--- config.mk ---
export PLATFORM = sky130hd
export DESIGN_NAME = hcbp_cmd_queue
export DESIGN_NICKNAME = d
export VERILOG_FILES = /design/src/sv/hcbp_pkg.sv /design/src/sv/hcbp_cmd_queue.sv
export SDC_FILE = /design/constraint.sdc
export NUM_CORES = 1
export LEC_CHECK = 0
export ABC_AREA = 0
export ABC_CLOCK_PERIOD_IN_PS = 2560
export BUFFER_PORTS_ARGS = -buffer_cell sky130_fd_sc_hd__buf_2
export CAP_MARGIN = 40
export CORE_MARGIN = 2
export CORE_UTILIZATION = 56
export DETAILED_ROUTE_END_ITERATION = 8
export PLACE_DENSITY = 0.78
export SYNTH_ARGS = -nofsm -noshare
export SYNTH_HDL_FRONTEND = slang
export SYNTH_SLANG_ARGS = --single-unit
--- constraint.sdc ---
create_clock -name clock -period 2.56 [get_ports clock]
set_input_delay 0.512 -clock clock [delete_from_list [all_inputs] [get_ports clock]]
set_output_delay 0.512 -clock clock [all_outputs]
set_load 0.005 [all_outputs]
--- src/sv/hcbp_pkg.sv ---
// shared types and constants for the huffman code bit packer
// no dependencies; used by every module of the block
`default_nettype none

package hcbp_pkg;

   localparam int MAX_CODE_BITS = 16;
   localparam int SYMBOL_COUNT  = 256;

   localparam int CODE_BITS  = 16;
   localparam int LEN_BITS   = 5;
   localparam int SYM_BITS   = 8;
   localparam int BYTE_BITS  = 8;
   localparam int PAD_BITS   = 4;
   localparam int CNT_BITS   = 3;
   localparam int TOTAL_BITS = 5;
   localparam int ACC_BITS   = 24;

   localparam int MAX_LEN = (MAX_CODE_BITS < CODE_BITS) ? MAX_CODE_BITS : CODE_BITS;
   localparam int IDX_BITS = (SYMBOL_COUNT > 1) ? $clog2(SYMBOL_COUNT) : 1;

   // queue depths, powers of two
   localparam int CMD_DEPTH  = 4;
   localparam int CMD_PTR_W  = $clog2(CMD_DEPTH);
   localparam int CMD_CNT_W  = $clog2(CMD_DEPTH + 1);
   localparam int OUT_DEPTH  = 4;
   localparam int OUT_PTR_W  = $clog2(OUT_DEPTH);
   localparam int OUT_CNT_W  = $clog2(OUT_DEPTH + 1);

   typedef enum logic [1:0] {
      OP_LOAD   = 2'd0,
      OP_ENCODE = 2'd1,
      OP_FLUSH  = 2'd2
   } op_type;

   typedef struct packed {
      logic                 flush;
      logic [CODE_BITS-1:0] code;
      logic [LEN_BITS-1:0]  len;
   } cmd_type;

   typedef struct packed {
      logic [BYTE_BITS-1:0] out_byte;
      logic [PAD_BITS-1:0]  pad_bits;
      logic                 last;
   } rsp_type;

endpackage

`default_nettype wire

--- src/sv/hcbp_cmd_queue.sv ---
// short command queue between the front and back parts
// depends on hcbp_pkg
`default_nettype none

module hcbp_cmd_queue (
   input  wire logic              clock,
   input  wire logic              reset,
   input  wire logic              push,
   input  wire hcbp_pkg::cmd_type push_data,
   output logic                   full,
   input  wire logic              pop,
   output hcbp_pkg::cmd_type      pop_data,
   output logic                   empty
);

   hcbp_pkg::cmd_type entry_ff [hcbp_pkg::CMD_DEPTH];

   logic [hcbp_pkg::CMD_PTR_W-1:0] wr_ptr_ff, wr_ptr_in;
   logic [hcbp_pkg::CMD_PTR_W-1:0] rd_ptr_ff, rd_ptr_in;
   logic [hcbp_pkg::CMD_CNT_W-1:0] count_ff, count_in;
   logic                           do_push, do_pop;

   assign full     = (count_ff == hcbp_pkg::CMD_CNT_W'(hcbp_pkg::CMD_DEPTH));
   assign empty    = (count_ff == '0);
   assign do_push  = push && !full;
   assign do_pop   = pop && !empty;
   assign pop_data = entry_ff[rd_ptr_ff];

   always_comb begin
      wr_ptr_in = do_push ? hcbp_pkg::CMD_PTR_W'(wr_ptr_ff + 1'b1) : wr_ptr_ff;
      rd_ptr_in = do_pop ? hcbp_pkg::CMD_PTR_W'(rd_ptr_ff + 1'b1) : rd_ptr_ff;
      count_in  = count_ff + hcbp_pkg::CMD_CNT_W'(do_push)
                  - hcbp_pkg::CMD_CNT_W'(do_pop);
   end

   always_ff @(posedge clock) begin
      if (do_push) begin
         entry_ff[wr_ptr_ff] <= push_data;
      end
   end

   always_ff @(posedge clock) begin
      if (reset) begin
         wr_ptr_ff <= '0;
         rd_ptr_ff <= '0;
         count_ff  <= '0;
      end else begin
         wr_ptr_ff <= wr_ptr_in;
         rd_ptr_ff <= rd_ptr_in;
         count_ff  <= count_in;
      end
   end

endmodule

`default_nettype wire

==> out/metrics.csv <==
metric;value;unit
final design utilization;66.5;%
Final period util;89.1;%
clock tree from TritonCTS;built;
Worst EP arrival;1770;ps
CP bufs+invs;2;
critical path required time;2050;ps
run status;finished, final reports clean;
worst relative slew slack;76.4;%
Vias;1690;
n_diodes;0;
sequential share of the synthesized area;77.4;%
Power Density;874;nW/um^2
largest delay contributor family on the critical path;flip-flops;
Setup-failing EPs final;0;
initial DRC count;78;
FP Rows;29;
worst vdd ir;482;uV
Max Cap Viol;0;
vias in the first global route;1771;
fmax;438;MHz
actual slew at the worst max-slew pin;354;ps
# IOs;50;
most common cell in the synthesized netlist;edfxtp_1;
RSZ-0062 raised after global routing;no;
Final GP Congestion;0.712;
first-pass GRT wire length;8770;um
sequence of cells on the critical path;buf_12, mux4_2, buf_2;
CP endpoint kind;output pin;
cell taking the most area after synthesis;edfxtp_1;
largest net degree at the start of global routing;23;
CTS Buf Count;9;
Starting Density;57.8;%
Hold WS;387;ps
fin crit period;2280;ps
router iterations before antenna repair;4;
Mapped Cells;165;
Mapped Nets;198;
Setup TNS;0;ps
CTS-repair resized insts;0;
clk buf depth;2;
DRC;0;
Distinct cells, synth;23;
WS Path Type;reg2out;
vias per inst;5.49;
endpoints failing hold;0;
top_reg_cell synth;edfxtp_1;
post-synthesis register bit count;97;
Wirelength per Cell;18.0;um
Port Buffer Count;49;
nets;260;
Routed Antenna Nets;0;
crit path max fanout;14;
average size of a mapped cell;22.1;um^2
total track usage;16.5;%
Core Footprint;6310;um^2
Area Overhead vs Synth;15.1;%
largest cells by area after synthesis;edfxtp_1, mux4_2, dfxtp_1;
Worst Clk Skew;6.23;ps
Fillers;440;
fraction of layout instances using a drive strength above 1;40.3;%
Die Span X;84.7;um
Die Footprint;7170;um^2
Final Max Tran Viols;0;
Synth top area share;72.5;%
top post-synthesis cells by count;edfxtp_1, mux4_2, dfxtp_1, inv_1, ha_1;
Mapped Area;3650;um^2
Total Wirelength;5530;um
H-tree levels;3;
YS warnings;0;
Die Span Y;84.7;um
Slowest-stage cell, CP;dfxtp_2;
Post-synth EDFFs;88;
Worst-path clk slew;80;ps
Lkg Pwr;1.46;nW
Sink Count;97;
clock latency on the worst-skew pair;340;ps
Detail Placement HPWL;3640;um
number of antenna violations at the first check in global routing;0;
sequential cell area;2820;um^2
grt total ovfl;0;
cts-stage hold buffer count;0;
area of the multi-input gates;758;um^2
postcts setup bufs;0;
CP startpoint kind;flop;
Async S/R FF share, synth;0;%
Hold WC Path Type;in2reg;
root buffer cell;clkbuf_8;
Worst path max stage delay;540;ps
## layout make-up
type	instances	share of cell area (%)
repair buffers	56	7.99
well taps	77	2.30
clock inverters	4	0.507
inverters	8	0.716
multi-input cells	55	18.1
clock buffers	11	3.13
flip-flops and latches	97	67.3
## state kept, by name, summed over array words and instances, names as in the netlist, named ones only
name	count
count_ff	3
entry_ff	88
rd_ptr_ff	2
wr_ptr_ff	2
## kinds of logic (layout without fill, tap and decap cells)
family	Yosys count	count (layout)	share of synthesized area (%)
AOI/OAI and AO/OA	5	5	0.755
xor gates and xnor gates	3	3	0.721
adders and majority gates	7	7	2.61
buffers and inverters	13	79	1.82
DFF	97	97	77.4
muxes	23	23	13.9
and+or+nand+nor	17	17	2.85
## worst register-to-register path, cell delays in order, from the launching register on
cell	delay (ps)
dfxtp_1	380
o31ai_1	360
inv_1	80
ha_1	270
inv_1	40
ha_1	200
fa_1	380
xnor2_1	180
xnor2_1	150
nor2_1	50
## path summary, 6_finish.rpt
check | cells past startpoint | endpoint | slack (ps) | startpoint
setup / recovery | 3 | pop_data[17] | 280 | flop
hold / removal | 1 | entry_ff[3][13] | 390 | push_data[13]
setup reg to reg | 9 | count_ff[2] | 380 | count_ff[1]
hold reg to reg | 2 | rd_ptr_ff[1] | 490 | rd_ptr_ff[1]
## where the power goes
part | switching [mW] | total (mW) | internal (mW)
Clock | 0.450 | 0.792 | 0.342
Combinational | 0.373 | 0.871 | 0.497
Sequential | 0.0959 | 2.00 | 1.91
## routing by layer
metal  GRT usage, %  vias up  wire (um)
li1               -      784          -
met1           19.0      864       2240
met2           29.3       33       3020
met3           3.74        9        182
met4           8.08        0         90
met5              0        -          0
## metrics by stage
| stage | setup slack [ps] | instances | power, mW | area [um^2] |
|---|---|---|---|---|
| global route | 170 | 308 | 3.86 | 4200 |
| CTS | 220 | 308 | 3.72 | 4200 |
| detailed placement | 337 | 293 | 2.94 | 4040 |
| finish | 279 | 308 | 3.67 | 4200 |
| global placement | 419 | 293 | 2.91 | 4040 |
| floorplan | 413 | 165 | 2.59 | 3650 |
## cells in the final DEF (no fill, tap or decap)
cell type / netlist / routed
ha_1: 6 / 6
buf_12: 0 / 3
o21ai_0: 2 / 2
xnor2_1: 2 / 2
nor2b_1: 2 / 2
clkinv_1: 0 / 1
o31ai_1: 1 / 1
inv_1: 8 / 8
a21oi_1: 2 / 2
mux4_2: 22 / 22
buf_2: 2 / 49
nor3b_2: 1 / 1
and2_1: 4 / 4
fa_1: 1 / 1
or3_1: 2 / 2
mux2i_1: 1 / 1
buf_4: 0 / 4
nor2_1: 4 / 4
dfxtp_1: 9 / 8
edfxtp_1: 88 / 88
clkbuf_8: 0 / 9
clkinvlp_4: 0 / 1
nand2_1: 1 / 1
clkinv_2: 0 / 2
xor2_1: 1 / 1
clkbuf_1: 1 / 2
dfxtp_2: 0 / 1
nand2b_1: 2 / 2
nor3_2: 1 / 1
No activity file was read; power rests on OpenSTA's default activity.
