### src/sv/hcbp_pkg.sv
// shared types and constants for the huffman code bit packer
// no dependencies; used by every module of the block
`default_nettype none

package hcbp_pkg;

   localparam int MAX_CODE_BITS = 16;
   localparam int SYMBOL_COUNT  = 256;

   localparam int CODE_BITS  = 16;
   localparam int LEN_BITS   = 5;
   localparam int SYM_BITS   = 8;
   localparam int BYTE_BITS  = 8;
   localparam int PAD_BITS   = 4;
   localparam int CNT_BITS   = 3;
   localparam int TOTAL_BITS = 5;
   localparam int ACC_BITS   = 24;

   localparam int MAX_LEN = (MAX_CODE_BITS < CODE_BITS) ? MAX_CODE_BITS : CODE_BITS;
   localparam int IDX_BITS = (SYMBOL_COUNT > 1) ? $clog2(SYMBOL_COUNT) : 1;

   // queue depths, powers of two
   localparam int CMD_DEPTH  = 4;
   localparam int CMD_PTR_W  = $clog2(CMD_DEPTH);
   localparam int CMD_CNT_W  = $clog2(CMD_DEPTH + 1);
   localparam int OUT_DEPTH  = 4;
   localparam int OUT_PTR_W  = $clog2(OUT_DEPTH);
   localparam int OUT_CNT_W  = $clog2(OUT_DEPTH + 1);

   typedef enum logic [1:0] {
      OP_LOAD   = 2'd0,
      OP_ENCODE = 2'd1,
      OP_FLUSH  = 2'd2
   } op_type;

   typedef struct packed {
      logic                 flush;
      logic [CODE_BITS-1:0] code;
      logic [LEN_BITS-1:0]  len;
   } cmd_type;

   typedef struct packed {
      logic [BYTE_BITS-1:0] out_byte;
      logic [PAD_BITS-1:0]  pad_bits;
      logic                 last;
   } rsp_type;

endpackage

`default_nettype wire

### src/sv/hcbp_back.sv
// back part: pending bit state, byte packing and result queue
// depends on hcbp_pkg
`default_nettype none

module hcbp_back (
   input  wire logic                           clock,
   input  wire logic                           reset,
   input  wire hcbp_pkg::cmd_type              cmd_data,
   input  wire logic                           cmd_empty,
   output logic                                cmd_pop,
   output logic                                rsp_empty,
   input  wire logic                           rsp_pop,
   output logic [hcbp_pkg::BYTE_BITS-1:0]      rsp_out_byte,
   output logic [hcbp_pkg::PAD_BITS-1:0]       rsp_pad_bits,
   output logic                                rsp_last
);

   hcbp_pkg::rsp_type out_ff [hcbp_pkg::OUT_DEPTH];

   logic [hcbp_pkg::BYTE_BITS-1:0]  pend_byte_ff, pend_byte_in;
   logic [hcbp_pkg::CNT_BITS-1:0]   pend_count_ff, pend_count_in;
   logic [hcbp_pkg::OUT_PTR_W-1:0]  wr_ptr_ff, wr_ptr_in;
   logic [hcbp_pkg::OUT_PTR_W-1:0]  rd_ptr_ff, rd_ptr_in;
   logic [hcbp_pkg::OUT_CNT_W-1:0]  count_ff, count_in;

   logic                            room;
   logic                            rd_fire;
   logic [1:0]                      nres;
   logic [hcbp_pkg::TOTAL_BITS-1:0] total;
   logic [hcbp_pkg::TOTAL_BITS-1:0] shamt;
   logic [hcbp_pkg::ACC_BITS-1:0]   acc;
   hcbp_pkg::rsp_type               res0, res1;

   assign room    = (count_ff <= hcbp_pkg::OUT_CNT_W'(hcbp_pkg::OUT_DEPTH - 2));
   assign cmd_pop = !cmd_empty && room;

   assign total = hcbp_pkg::TOTAL_BITS'(pend_count_ff) + cmd_data.len;
   assign shamt = hcbp_pkg::TOTAL_BITS'(hcbp_pkg::ACC_BITS) - total;
   assign acc   = {pend_byte_ff, 16'b0}
                  | (hcbp_pkg::ACC_BITS'(cmd_data.code) << shamt);

   always_comb begin
      nres          = 2'd0;
      pend_byte_in  = pend_byte_ff;
      pend_count_in = pend_count_ff;
      res0          = '{out_byte: acc[23:16], pad_bits: '0, last: 1'b0};
      res1          = '{out_byte: acc[15:8], pad_bits: '0, last: 1'b1};
      if (cmd_pop) begin
         if (cmd_data.flush) begin
            if (pend_count_ff != '0) begin
               nres          = 2'd1;
               res0.out_byte = pend_byte_ff;
               res0.pad_bits = hcbp_pkg::PAD_BITS'(4'd8 - {1'b0, pend_count_ff});
               res0.last     = 1'b1;
               pend_byte_in  = '0;
               pend_count_in = '0;
            end
         end else begin
            nres          = total[4:3];
            res0.last     = (total[4:3] == 2'd1);
            pend_count_in = total[2:0];
            case (total[4:3])
               2'd0:    pend_byte_in = acc[23:16];
               2'd1:    pend_byte_in = acc[15:8];
               default: pend_byte_in = acc[7:0];
            endcase
         end
      end
   end

   // result queue, up to two writes and one read per cycle
   assign rsp_empty    = (count_ff == '0);
   assign rd_fire      = rsp_pop && !rsp_empty;
   assign rsp_out_byte = out_ff[rd_ptr_ff].out_byte;
   assign rsp_pad_bits = out_ff[rd_ptr_ff].pad_bits;
   assign rsp_last     = out_ff[rd_ptr_ff].last;

   always_comb begin
      wr_ptr_in = hcbp_pkg::OUT_PTR_W'(wr_ptr_ff + hcbp_pkg::OUT_PTR_W'(nres));
      rd_ptr_in = rd_fire ? hcbp_pkg::OUT_PTR_W'(rd_ptr_ff + 1'b1) : rd_ptr_ff;
      count_in  = count_ff + hcbp_pkg::OUT_CNT_W'(nres)
                  - hcbp_pkg::OUT_CNT_W'(rd_fire);
   end

   always_ff @(posedge clock) begin
      if (nres != 2'd0) begin
         out_ff[wr_ptr_ff] <= res0;
      end
      if (nres == 2'd2) begin
         out_ff[hcbp_pkg::OUT_PTR_W'(wr_ptr_ff + 1'b1)] <= res1;
      end
   end

   always_ff @(posedge clock) begin
      if (reset) begin
         pend_byte_ff  <= '0;
         pend_count_ff <= '0;
         wr_ptr_ff     <= '0;
         rd_ptr_ff     <= '0;
         count_ff      <= '0;
      end else begin
         pend_byte_ff  <= pend_byte_in;
         pend_count_ff <= pend_count_in;
         wr_ptr_ff     <= wr_ptr_in;
         rd_ptr_ff     <= rd_ptr_in;
         count_ff      <= count_in;
      end
   end

endmodule

`default_nettype wire

### config.mk
export PLATFORM = sky130hd
export DESIGN_NAME = hcbp_back
export DESIGN_NICKNAME = d
export VERILOG_FILES = /design/src/sv/hcbp_pkg.sv /design/src/sv/hcbp_back.sv
export SDC_FILE = /design/constraint.sdc
export NUM_CORES = 1
export LEC_CHECK = 0
export ABC_AREA = 1
export BUFFER_PORTS_ARGS = -buffer_cell sky130_fd_sc_hd__buf_2
export CORE_ASPECT_RATIO = 1.25
export CORE_MARGIN = 10
export CORE_UTILIZATION = 61
export CTS_CLUSTER_DIAMETER = 80
export DETAILED_ROUTE_END_ITERATION = 7
export HOLD_SLACK_MARGIN = 0.03
export PLACE_DENSITY = 0.81
export REMOVE_ABC_BUFFERS = 1
export SLEW_MARGIN = 20
export SYNTH_ARGS = -nofsm -noshare
export SYNTH_HDL_FRONTEND = slang
export SYNTH_SLANG_ARGS = --single-unit
### constraint.sdc
create_clock -name clock -period 3.1 [get_ports clock]
set_input_delay 0.465 -clock clock [delete_from_list [all_inputs] [get_ports clock]]
set_output_delay 0.465 -clock clock [all_outputs]
set_load 0.01 [all_outputs]
==> impl_metrics.csv, run 1 <==
group,metric,value,unit
timing,max_freq,353,MHz
clocking,tritoncts,"yes",
synthesis,avgSynthCellArea,6.42,um2
place,io_buffers,40,
critical_path,crit_path_frequent_cell,"ha_1",
place,dp_cells,924,
synthesis,yosysWarnings,0,
power,vdd_ir_drop_max,0.372,mV
power,p_leak,2.93,nW
critical_path,crit_chain,"ha_1, nand2_2, nand2_2, a21boi_4, nand2_4, a21oi_4, inv_2, ha_1, inv_1, ha_1, fa_1, nand2_1, nor3b_1",
clocking,htree_levels,3,
final_layout,final_nets,876,
clocking,ctsHoldBuffers,0,
critical_path,slowest_delay,0.42,ns
critical_path,cp-end-kind,"flip-flop",
timing,finalCriticalPeriod,2.84,ns
timing,rsz0062_at_grt,"no",
final_layout,stdcell_count,940,
floorplanning,fp.coreArea,8240,um2
place,place_congestion,0.915,
power,power_per_cell_area,705,nW/um2
synthesis,synthArstFlopShare,0,%
timing,tightest_slew,0.759,ns
global_route,grt_first_pass_wirelength,22.7,mm
floorplanning,die_w,102,um
floorplanning,die_area,12500,um2
synthesis,ys.flop_type,"dfxtp_1",
routing,via_count,5230,
final_layout,fin_area,5590,um2
critical_path,startpoint_type,"flip-flop",
clocking,cts-root-buf,"clkbuf_8",
place,dpl_cell_area,5440,um2
critical_path,crit_slowest_cell,"dfxtp_1",
critical_path,cp.required,3.39,ns
timing,min_period_over_period,91.5,%
timing,fin_skew,0.00569,ns
critical_path,cp_max_fo,6,
synthesis,post_synth_instance_area,5140,um2
global_route,overflow,0,
routing,drcViolationCount,0,
global_route,antenna_found_initial,0,
timing,hold_viol_final,0,
global_route,grt.total_usage,22.4,%
routing,viasPerCell,5.56,
worst_hold_path,hold_path.class,"flip-flop to flip-flop",
routing,wirelength,13.4,mm
global_route,grt_pass1_vias,4950,
final_layout,diodes,0,
synthesis,synth.distinct_cells,40,
critical_path,crit_arrival,3.12,ns
place,dp_hpwl,10.1,mm
critical_path,crit_type,"flip-flop to flip-flop",
synthesis,synth_edf_count,32,
clocking,cts_resized,0,
clocking,cts.path.max_buffers,2,
timing,setup_viol,0,
clocking,clk_latency,0.36,ns
clocking,cts.sinks,72,
routing,antenna_left,0,
synthesis,synth-seq-cells,72,
clocking,cts_buffers,9,
routing,first_pass_iters,6,
timing,setup_tns,0,ns
clocking,clk_pin_slew_worst_paths,0.07,ns
routing,post_drt_wl_per_cell,14.2,um
timing,drv_slew,0,
flow_run,maxCapViolCount,0,
floorplanning,die_h,123,um
final_layout,drive_gt1_share,12.2,%
synthesis,seq_area_frac_synth,34.3,%
synthesis,synth.top_cell.area_share,22.9,%
floorplanning,io_pins,41,
status,status,"complete, no violations",
synthesis,synth.area.top_cells,"nand2_1 (23%), edfxtp_1 (19%), dfxtp_1 (16%)",
floorplanning,rows,37,
floorplanning,start_util,62.4,%
synthesis,syn_inst,801,
global_route,grt_max_degree,27,
synthesis,yosysTopAreaCell,"nand2_1",
final_layout,area_growth,8.76,%
routing,drt_iter0_drc,403,
clocking,cts_setup_buffers,0,
timing,slew_headroom,49.4,%
[synthesized netlist by cell type (all sizes together), types with 2 or more instances]
library cell,count
nand4,2
nand3,87
inv,75
buf,18
o21ai,48
nor2,89
edfxtp,32
o22ai,13
o211ai,4
a21o,4
nor3b,4
nor3,3
dfxtp,40
ha,11
clkbuf,12
a21oi,22
nand2,326
xnor2,2
nand3b,2
[final timing paths]
kind         slack [ns]  depth (start not counted)        startpoint            to
max                0.26                         13  pend_count_ff[1]   count_ff[2]
min                0.48                          2      out_ff[1][0]  out_ff[1][0]
max reg2reg        0.26                         13  pend_count_ff[1]   count_ff[2]
min reg2reg        0.48                          2      out_ff[1][0]  out_ff[1][0]
[cells in the final DEF (no fill, tap or decap), drive strengths merged, types with 13 or more instances in the layout]
master  count
dfxtp      40
nand3      87
buf        56
inv        75
o22ai      13
nor2       89
a21oi      22
o21ai      48
edfxtp     32
nand2     326
[registers in the layout, summed over array words and instances (netlist names), named ones only]
name,count
out_ff,52
pend_count_ff,3
count_ff,3
rd_ptr_ff,2
wr_ptr_ff,2
pend_byte_ff,8
[report_power, final]
part / internal, mW / switching (mW)
logic: 0.697 / 1.30
clock network: 0.283 / 0.333
registers: 1.21 / 0.114
total: 2.20 / 1.75
[metal layers]
metal,share of wire [%],track usage (%)
met1,39,24.6
met2,51,40.2
met3,6.7,3.49
met4,3.0,12.0
met5,0,0
[metrics by stage]
stage | power, mW | utilization (%) | hold slack [ns] | setup WS, ns
floorplan | 2.74 | - | 0.441 | -0.175
global placement | 3.27 | 66.0 | 0.450 | 0.170
detailed placement | 3.34 | 66.0 | 0.461 | 0.0822
CTS | 3.95 | 67.9 | 0.479 | 0.275
global route | 4.30 | 67.9 | 0.491 | 0.0308
finish | 3.94 | 67.9 | 0.477 | 0.265
[final cells by class]
cell class              count  area, um2
multi-input cells         623       2930
fillers                   755       2650
flip-flops and latches     72       1760
repair buffers             56        333
inverters                  76        288
clock buffers              11        131
well taps                  97        121
clock inverters             5       25.0
[kinds of logic (layout without fill, tap and decap cells)]
group | after synthesis | in the layout | share of synthesized area [%]
flip-flops | 72 | 72 | 34.3
AND/OR/NAND/NOR | 514 | 514 | 42.9
buffers and inverters | 106 | 148 | 8.71
adder cells (fa/ha/maj) | 12 | 12 | 3.07
AO/OA/AOI/OAI | 94 | 94 | 10.5
XOR/XNOR | 3 | 3 | 0.511
[worst max-delay path: cells and delay by family (launching register included)]
| family | cells | cell delay (ns) |
|---|---|---|
| fa+ha+maj | 4 | 1.17 |
| buf+inv | 2 | 0.16 |
| flops | 1 | 0.42 |
| simple gates | 5 | 0.53 |
| compound gates | 2 | 0.47 |
Note: power is estimated with default switching activity, not from simulation.
==> inputs of run 2 (changes only) <==
--- a/config.mk
+++ b/config.mk
@@ -7,14 +7,15 @@
 export LEC_CHECK = 0
 export ABC_AREA = 1
 export BUFFER_PORTS_ARGS = -buffer_cell sky130_fd_sc_hd__buf_2
+export CELL_PAD_IN_SITES_DETAIL_PLACEMENT = 1
+export CELL_PAD_IN_SITES_GLOBAL_PLACEMENT = 1
 export CORE_ASPECT_RATIO = 1.25
 export CORE_MARGIN = 10
-export CORE_UTILIZATION = 61
+export CORE_UTILIZATION = 43
 export CTS_CLUSTER_DIAMETER = 80
 export DETAILED_ROUTE_END_ITERATION = 7
 export HOLD_SLACK_MARGIN = 0.03
-export PLACE_DENSITY = 0.81
-export REMOVE_ABC_BUFFERS = 1
+export PLACE_DENSITY_LB_ADDON = 0.1
 export SLEW_MARGIN = 20
 export SYNTH_ARGS = -nofsm -noshare
 export SYNTH_HDL_FRONTEND = slang
==> run 2 against run 1 <==
Register-to-register slack hardly changed. Clock power is 67% higher. Setup slack improved by 0.0089 ns. Sequential power hardly changed. Cell area increased by 4.7%. Largest power group unchanged.
==> impl_metrics.csv, run 2 (synthesized netlist as in run 1, its figures left out) <==
group,metric,value,unit
floorplanning,io_pins,41,
timing,rsz0062_at_grt,"no",
final_layout,largest_reg_flops,52,
timing,drv_slew,0,
final_layout,register_area,1760,um2
final_layout,area_growth,13.8,%
critical_path,cp-end-kind,"flip-flop",
critical_path,startpoint_type,"flip-flop",
critical_path,reg2regPathDepth,13,
timing,slew_headroom,44.8,%
critical_path,cp_max_fo,6,
global_route,overflow,0,
clocking,cts.sinks,72,
power,vdd_ir_drop_max,0.299,mV
place,dpl_cell_area,5540,um2
place,io_buffers,40,
timing,tightest_slew,0.826,ns
final_layout,final_cell_mix,"nand2_1 (313), nor2_1 (86), nand3_1 (83), inv_1 (67), o21ai_0 (41)",
clocking,cts_setup_buffers,0,
critical_path,crit_arrival,3.04,ns
global_route,antenna_found_initial,0,
timing,hold_viol_final,0,
timing,max_freq,354,MHz
routing,drt_iter0_drc,245,
floorplanning,fp.coreArea,11700,um2
place,dp_hpwl,12.3,mm
routing,first_pass_iters,4,
timing,fin_hold_ws,0.479,ns
power,pwr-share-comb,46.6,%
timing,finalCriticalPeriod,2.83,ns
final_layout,layout_commonest_cell,"nand2_1",
power,sw_frac_of_total,42.5,%
timing,min_period_over_period,91.2,%
routing,via_count,5276,
clocking,clk_pin_slew_worst_paths,0.06,ns
synthesis,synth_fp_nets,839,
final_layout,post-route-util,50.1,%
place,place_congestion,0.900,
power,netSwitchingPower,1.89,mW
routing,wirelength,16.1,mm
clocking,cts_buffers,9,
floorplanning,die_area,16800,um2
final_layout,fillerInstances,1619,
critical_path,cp.required,3.31,ns
floorplanning,die_w,118,um
routing,post_drt_wl_per_cell,16.0,um
worst_hold_path,hold_path.class,"flip-flop to flip-flop",
power,power_per_cell_area,760,nW/um2
flow_run,maxCapViolCount,0,
final_layout,diodes,0,
timing,setup_tns,0,ns
global_route,grt_max_degree,27,
routing,drcViolationCount,0,
status,status,"complete, no violations",
clocking,htree_levels,3,
routing,viasPerCell,5.24,
floorplanning,die_h,142,um
final_layout,final_nets,878,
routing,antenna_left,0,
clocking,cts.path.max_buffers,2,
global_route,grt_pass1_vias,5590,
clocking,tritoncts,"yes",
final_layout,top_register,"out_ff",
clocking,cts-root-buf,"clkbuf_16",
global_route,grt_first_pass_wirelength,27.2,mm
critical_path,crit_type,"flip-flop to flip-flop",
clocking,ctsHoldBuffers,0,
global_route,grt.total_usage,19.4,%
power,seq_power_share,30.1,%
power,p_leak,3.01,nW
timing,setup_viol,0,
timing,fin_skew,0.0105,ns
power,p_int,2.56,mW
floorplanning,start_util,44.1,%
floorplanning,rows,44,
power,pwr-share-clk,23.2,%
final_layout,fin_area,5850,um2
clocking,cts_resized,0,
final_layout,multi_input_area,2940,um2
clocking,clk_latency,0.34,ns
final_layout,reg_top3,"out_ff: 52 flops, pend_byte_ff: 8 flops",
final_layout,drive_gt1_share,12.9,%
worst_hold_path,holdPathStages,2,
## run 2: changes by cell type in the layout (fill, tap and decap cells not counted), sizes merged
cell    before  now
clkbuf      11   13
clkinv       6    3
inv         75   76
buf         56   58
## run 2: per-layer routing
layer  share of wire, %  vias to the layer above  track usage [%]
li1                   -                     2651                -
met1                 42                     2523             21.4
met2                 53                       84             37.8
met3                2.6                       18             2.38
met4                1.8                        0             5.93
met5                  0                        -                0
## run 2: path summary, 6_finish.rpt
| check | from | endpoint | slack [ns] |
|---|---|---|---|
| worst max-delay path | pend_count_ff[2] | count_ff[2] | 0.27 |
| worst max register to register | pend_count_ff[2] | count_ff[2] | 0.27 |
| worst min register to register | out_ff[0][3] | out_ff[0][3] | 0.48 |
| worst min-delay path | out_ff[0][3] | out_ff[0][3] | 0.48 |
## run 2: layout make-up
cell class / count / area share [%]
clock buffer: 13 / 4.79
clock inverter: 3 / 0.385
inverter: 76 / 4.92
multi-input combinational: 623 / 50.2
sequential: 72 / 30.1
tap: 161 / 3.44
timing repair buffer: 58 / 6.16
## run 2: critical path: stages, from the launching register on
cell and delay (ns):
dfxtp_1 0.42, ha_1 0.32, nand2_1 0.11, inv_2 0.06, a21boi_4 0.24, nand2_4 0.12, a21oi_4 0.22, inv_2 0.10
ha_1 0.28, inv_1 0.04, ha_1 0.18, fa_1 0.38, nor2_1 0.14, nor3b_2 0.06
## run 2: through the flow
| stage | setup WS (ns) | power [mW] | cells |
|---|---|---|---|
| 3_3_place_gp | 0.144 | 3.34 | 990 |
| 5_1_grt | 0.0391 | 4.82 | 1006 |
| 4_1_cts | 0.161 | 4.48 | 1006 |
| 2_1_floorplan | 0.345 | 2.81 | 801 |
| 6_report | 0.274 | 4.45 | 1006 |
| 3_5_place_dp | 0.0279 | 3.43 | 990 |
## run 2: power groups by stage
stage                     Sequential (mW)  Clock [mW]  Combinational, mW
after floorplan                      1.31           0               1.50
after global placement               1.34           0               2.00
after detailed placement             1.36           0               2.08
after CTS                            1.34        1.04               2.10
after global routing                 1.37        1.08               2.38
final                                1.34        1.03               2.07
==> inputs of run 3 (changes only) <==
--- a/config.mk
+++ b/config.mk
@@ -11,7 +11,7 @@
 export CELL_PAD_IN_SITES_GLOBAL_PLACEMENT = 1
 export CORE_ASPECT_RATIO = 1.25
 export CORE_MARGIN = 10
-export CORE_UTILIZATION = 43
+export CORE_UTILIZATION = 39
 export CTS_CLUSTER_DIAMETER = 80
 export DETAILED_ROUTE_END_ITERATION = 7
 export HOLD_SLACK_MARGIN = 0.03
==> constraint.sdc (replaced) <==
create_clock -name clock -period 2.5 [get_ports clock]
set_input_delay 0.375 -clock clock [delete_from_list [all_inputs] [get_ports clock]]
set_output_delay 0.375 -clock clock [all_outputs]
set_load 0.01 [all_outputs]
==> run 3 against run 2 <==
The flow now finishes with violations (setup timing). Global-route usage up 0.24 points. Core utilization rose by 4.1 points. Highest routed layer unchanged. Clock power grew 22%.
==> impl_metrics.csv, run 3 (synthesized netlist as in run 1, its figures left out) <==
group,metric,value,unit
status,status,"complete, but fails checks",
status,violations,"setup timing",
critical_path,cp-end-kind,"flip-flop",
timing,hold_viol_final,0,
place,pre_cts_slack,-0.403,ns
critical_path,startpoint,"pend_count_ff[1]",
clocking,htree_levels,3,
timing,finalCriticalPeriod,2.58,ns
timing,min_period_over_period,103,%
global_route,grt.total_usage,19.7,%
critical_path,cp_max_fo,5,
critical_path,reg2reg_slack,-0.08,ns
timing,worst_slack,-0.0813,ns
routing,wirelength,18.3,mm
routing,viasPerCell,5.22,
routing,via_count,5656,
timing,fin_skew,0.00961,ns
floorplanning,io_pins,41,
clocking,ctsHoldBuffers,0,
power,vdd_ir_drop_max,0.403,mV
place,dp_hpwl,13.0,mm
global_route,grt_first_pass_wirelength,29.3,mm
routing,drcViolationCount,0,
power,p_int,3.63,mW
power,power_per_cell_area,921,nW/um2
timing,max_freq,387,MHz
place,dpl_cell_area,6010,um2
final_layout,final_nets,949,
critical_path,crit_arrival,2.67,ns
power,netSwitchingPower,2.75,mW
global_route,antenna_found_initial,0,
global_route,overflow,0,
final_layout,diodes,0,
clocking,clk_latency,0.34,ns
place,io_buffers,40,
floorplanning,die_h,148,um
floorplanning,die_area,18200,um2
flow_run,maxCapViolCount,0,
place,place_congestion,0.856,
routing,antenna_left,0,
global_route,grt_max_degree,27,
critical_path,cp.required,2.59,ns
clocking,cts.sinks,72,
power,sw_frac_of_total,43.1,%
final_layout,layout_commonest_cell,"nand2_1",
final_layout,largest_reg_flops,52,
final_layout,drive_gt1_share,32.1,%
critical_path,crit_end,"out_ff[3][11]",
routing,first_pass_iters,5,
floorplanning,die_w,123,um
power,pwr-share-comb,54.5,%
synthesis,synth_fp_nets,839,
timing,drv_slew,0,
power,seq_power_share,25.8,%
critical_path,reg2regPathDepth,19,
worst_hold_path,hold_path.class,"primary input to flip-flop",
critical_path,rr_startpoint,"pend_count_ff[1]",
final_layout,fillerInstances,1698,
place,dp_cells,1046,
final_layout,top_register,"out_ff",
routing,drt_iter0_drc,253,
timing,tightest_slew,0.811,ns
clocking,cts.path.max_buffers,2,
floorplanning,fp.coreArea,12800,um2
power,p_leak,3.43,nW
global_route,grt_pass1_vias,6081,
final_layout,area_growth,34.7,%
floorplanning,start_util,40.2,%
floorplanning,rows,46,
clocking,clk_pin_slew_worst_paths,0.06,ns
clocking,cts_buffers,9,
routing,post_drt_wl_per_cell,16.9,um
timing,rsz0062_at_grt,"yes",
critical_path,r2r-end,"out_ff[3][11]",
critical_path,crit_type,"flip-flop to flip-flop",
final_layout,final_cell_mix,"nand2_1 (256), nor2_1 (83), buf_4 (71), nand3_1 (59), inv_1 (53)",
timing,setup_viol,32,
final_layout,fin_area,6920,um2
timing,slew_headroom,45.8,%
clocking,cts-root-buf,"clkbuf_16",
critical_path,startpoint_type,"flip-flop",
final_layout,stdcell_count,1084,
clocking,tritoncts,"yes",
final_layout,reg_top3,"out_ff: 52 flops, pend_byte_ff: 8 flops",
power,pwr-share-clk,19.7,%
[run 3: worst min path at each step]
| stage | start | cells past startpoint | slack (ns) | endpoint |
|---|---|---|---|---|
| global route | reset | 2 | 0.48 | wr_ptr_ff[1] |
| finish | reset | 2 | 0.44 | wr_ptr_ff[1] |
| CTS | reset | 2 | 0.44 | wr_ptr_ff[1] |
| global placement | out_ff[1][0] | 2 | 0.46 | out_ff[1][0] |
| floorplan | out_ff[1][2] | 2 | 0.44 | out_ff[1][2] |
| detailed placement | out_ff[1][2] | 2 | 0.46 | out_ff[1][2] |
[run 3: routing by layer]
layer	vias to the layer above	wire length (um)	track usage [%]
li1	2796	-	-
met1	2737	7230	20.5
met2	101	10200	38.7
met3	22	556	2.01
met4	0	301	6.97
met5	-	0	0
[run 3: final cells by class]
| class | count | area (um2) | area share [%] |
|---|---|---|---|
| timing repair inverter | 1 | 7.51 | 0.108 |
| clock buffer | 10 | 250 | 3.61 |
| multi-input combinational | 623 | 3380 | 48.8 |
| tap | 168 | 210 | 3.04 |
| clock inverter | 6 | 37.5 | 0.542 |
| inverter | 76 | 292 | 4.21 |
| timing repair buffer | 128 | 977 | 14.1 |
| sequential | 72 | 1770 | 25.5 |
[run 3: critical path, cell delays in order, from the launching register on]
cell and delay, ns:
dfxtp_2 0.36, ha_4 0.22, inv_2 0.06, nand2_2 0.05, nand2_2 0.08, inv_2 0.05, ha_4 0.30, clkinvlp_4 0.17
buf_6 0.17, nand2_4 0.05, nand2_2 0.06, inv_2 0.05, nand3_2 0.06, nand2_2 0.08, inv_2 0.04, nand3_2 0.08
nand2_2 0.07, a21o_4 0.24, nand2_2 0.09, nand2_2 0.04
[run 3: timing repair]
action	CTS	global route
gates cloned	1	0
pin swaps	38	33
gates resized for setup	65	74
setup buffers	16	5
endpoints found under the setup margin	38	42
[run 3: power by group through the flow]
stage                     sequential [mW]  combinational (mW)  clock, mW
after floorplan                      1.63                1.89          0
after global placement               1.65                2.73          0
after detailed placement             1.66                2.85          0
after CTS                            1.64                3.18       1.26
after global routing                 1.67                3.86       1.32
final                                1.64                3.47       1.26
[run 3: per-stage QoR]
step	total power, mW	hold WS [ns]	TNS (ns)	utilization (%)
5_1_grt	6.85	0.480	-7.71	54.2
4_1_cts	6.08	0.445	-0.873	51.9
3_5_place_dp	4.51	0.465	-11.36	47.0
3_3_place_gp	4.38	0.457	-8.30	47.0
2_1_floorplan	3.51	0.441	-0.0176	-
6_report	6.38	0.444	-0.917	54.2
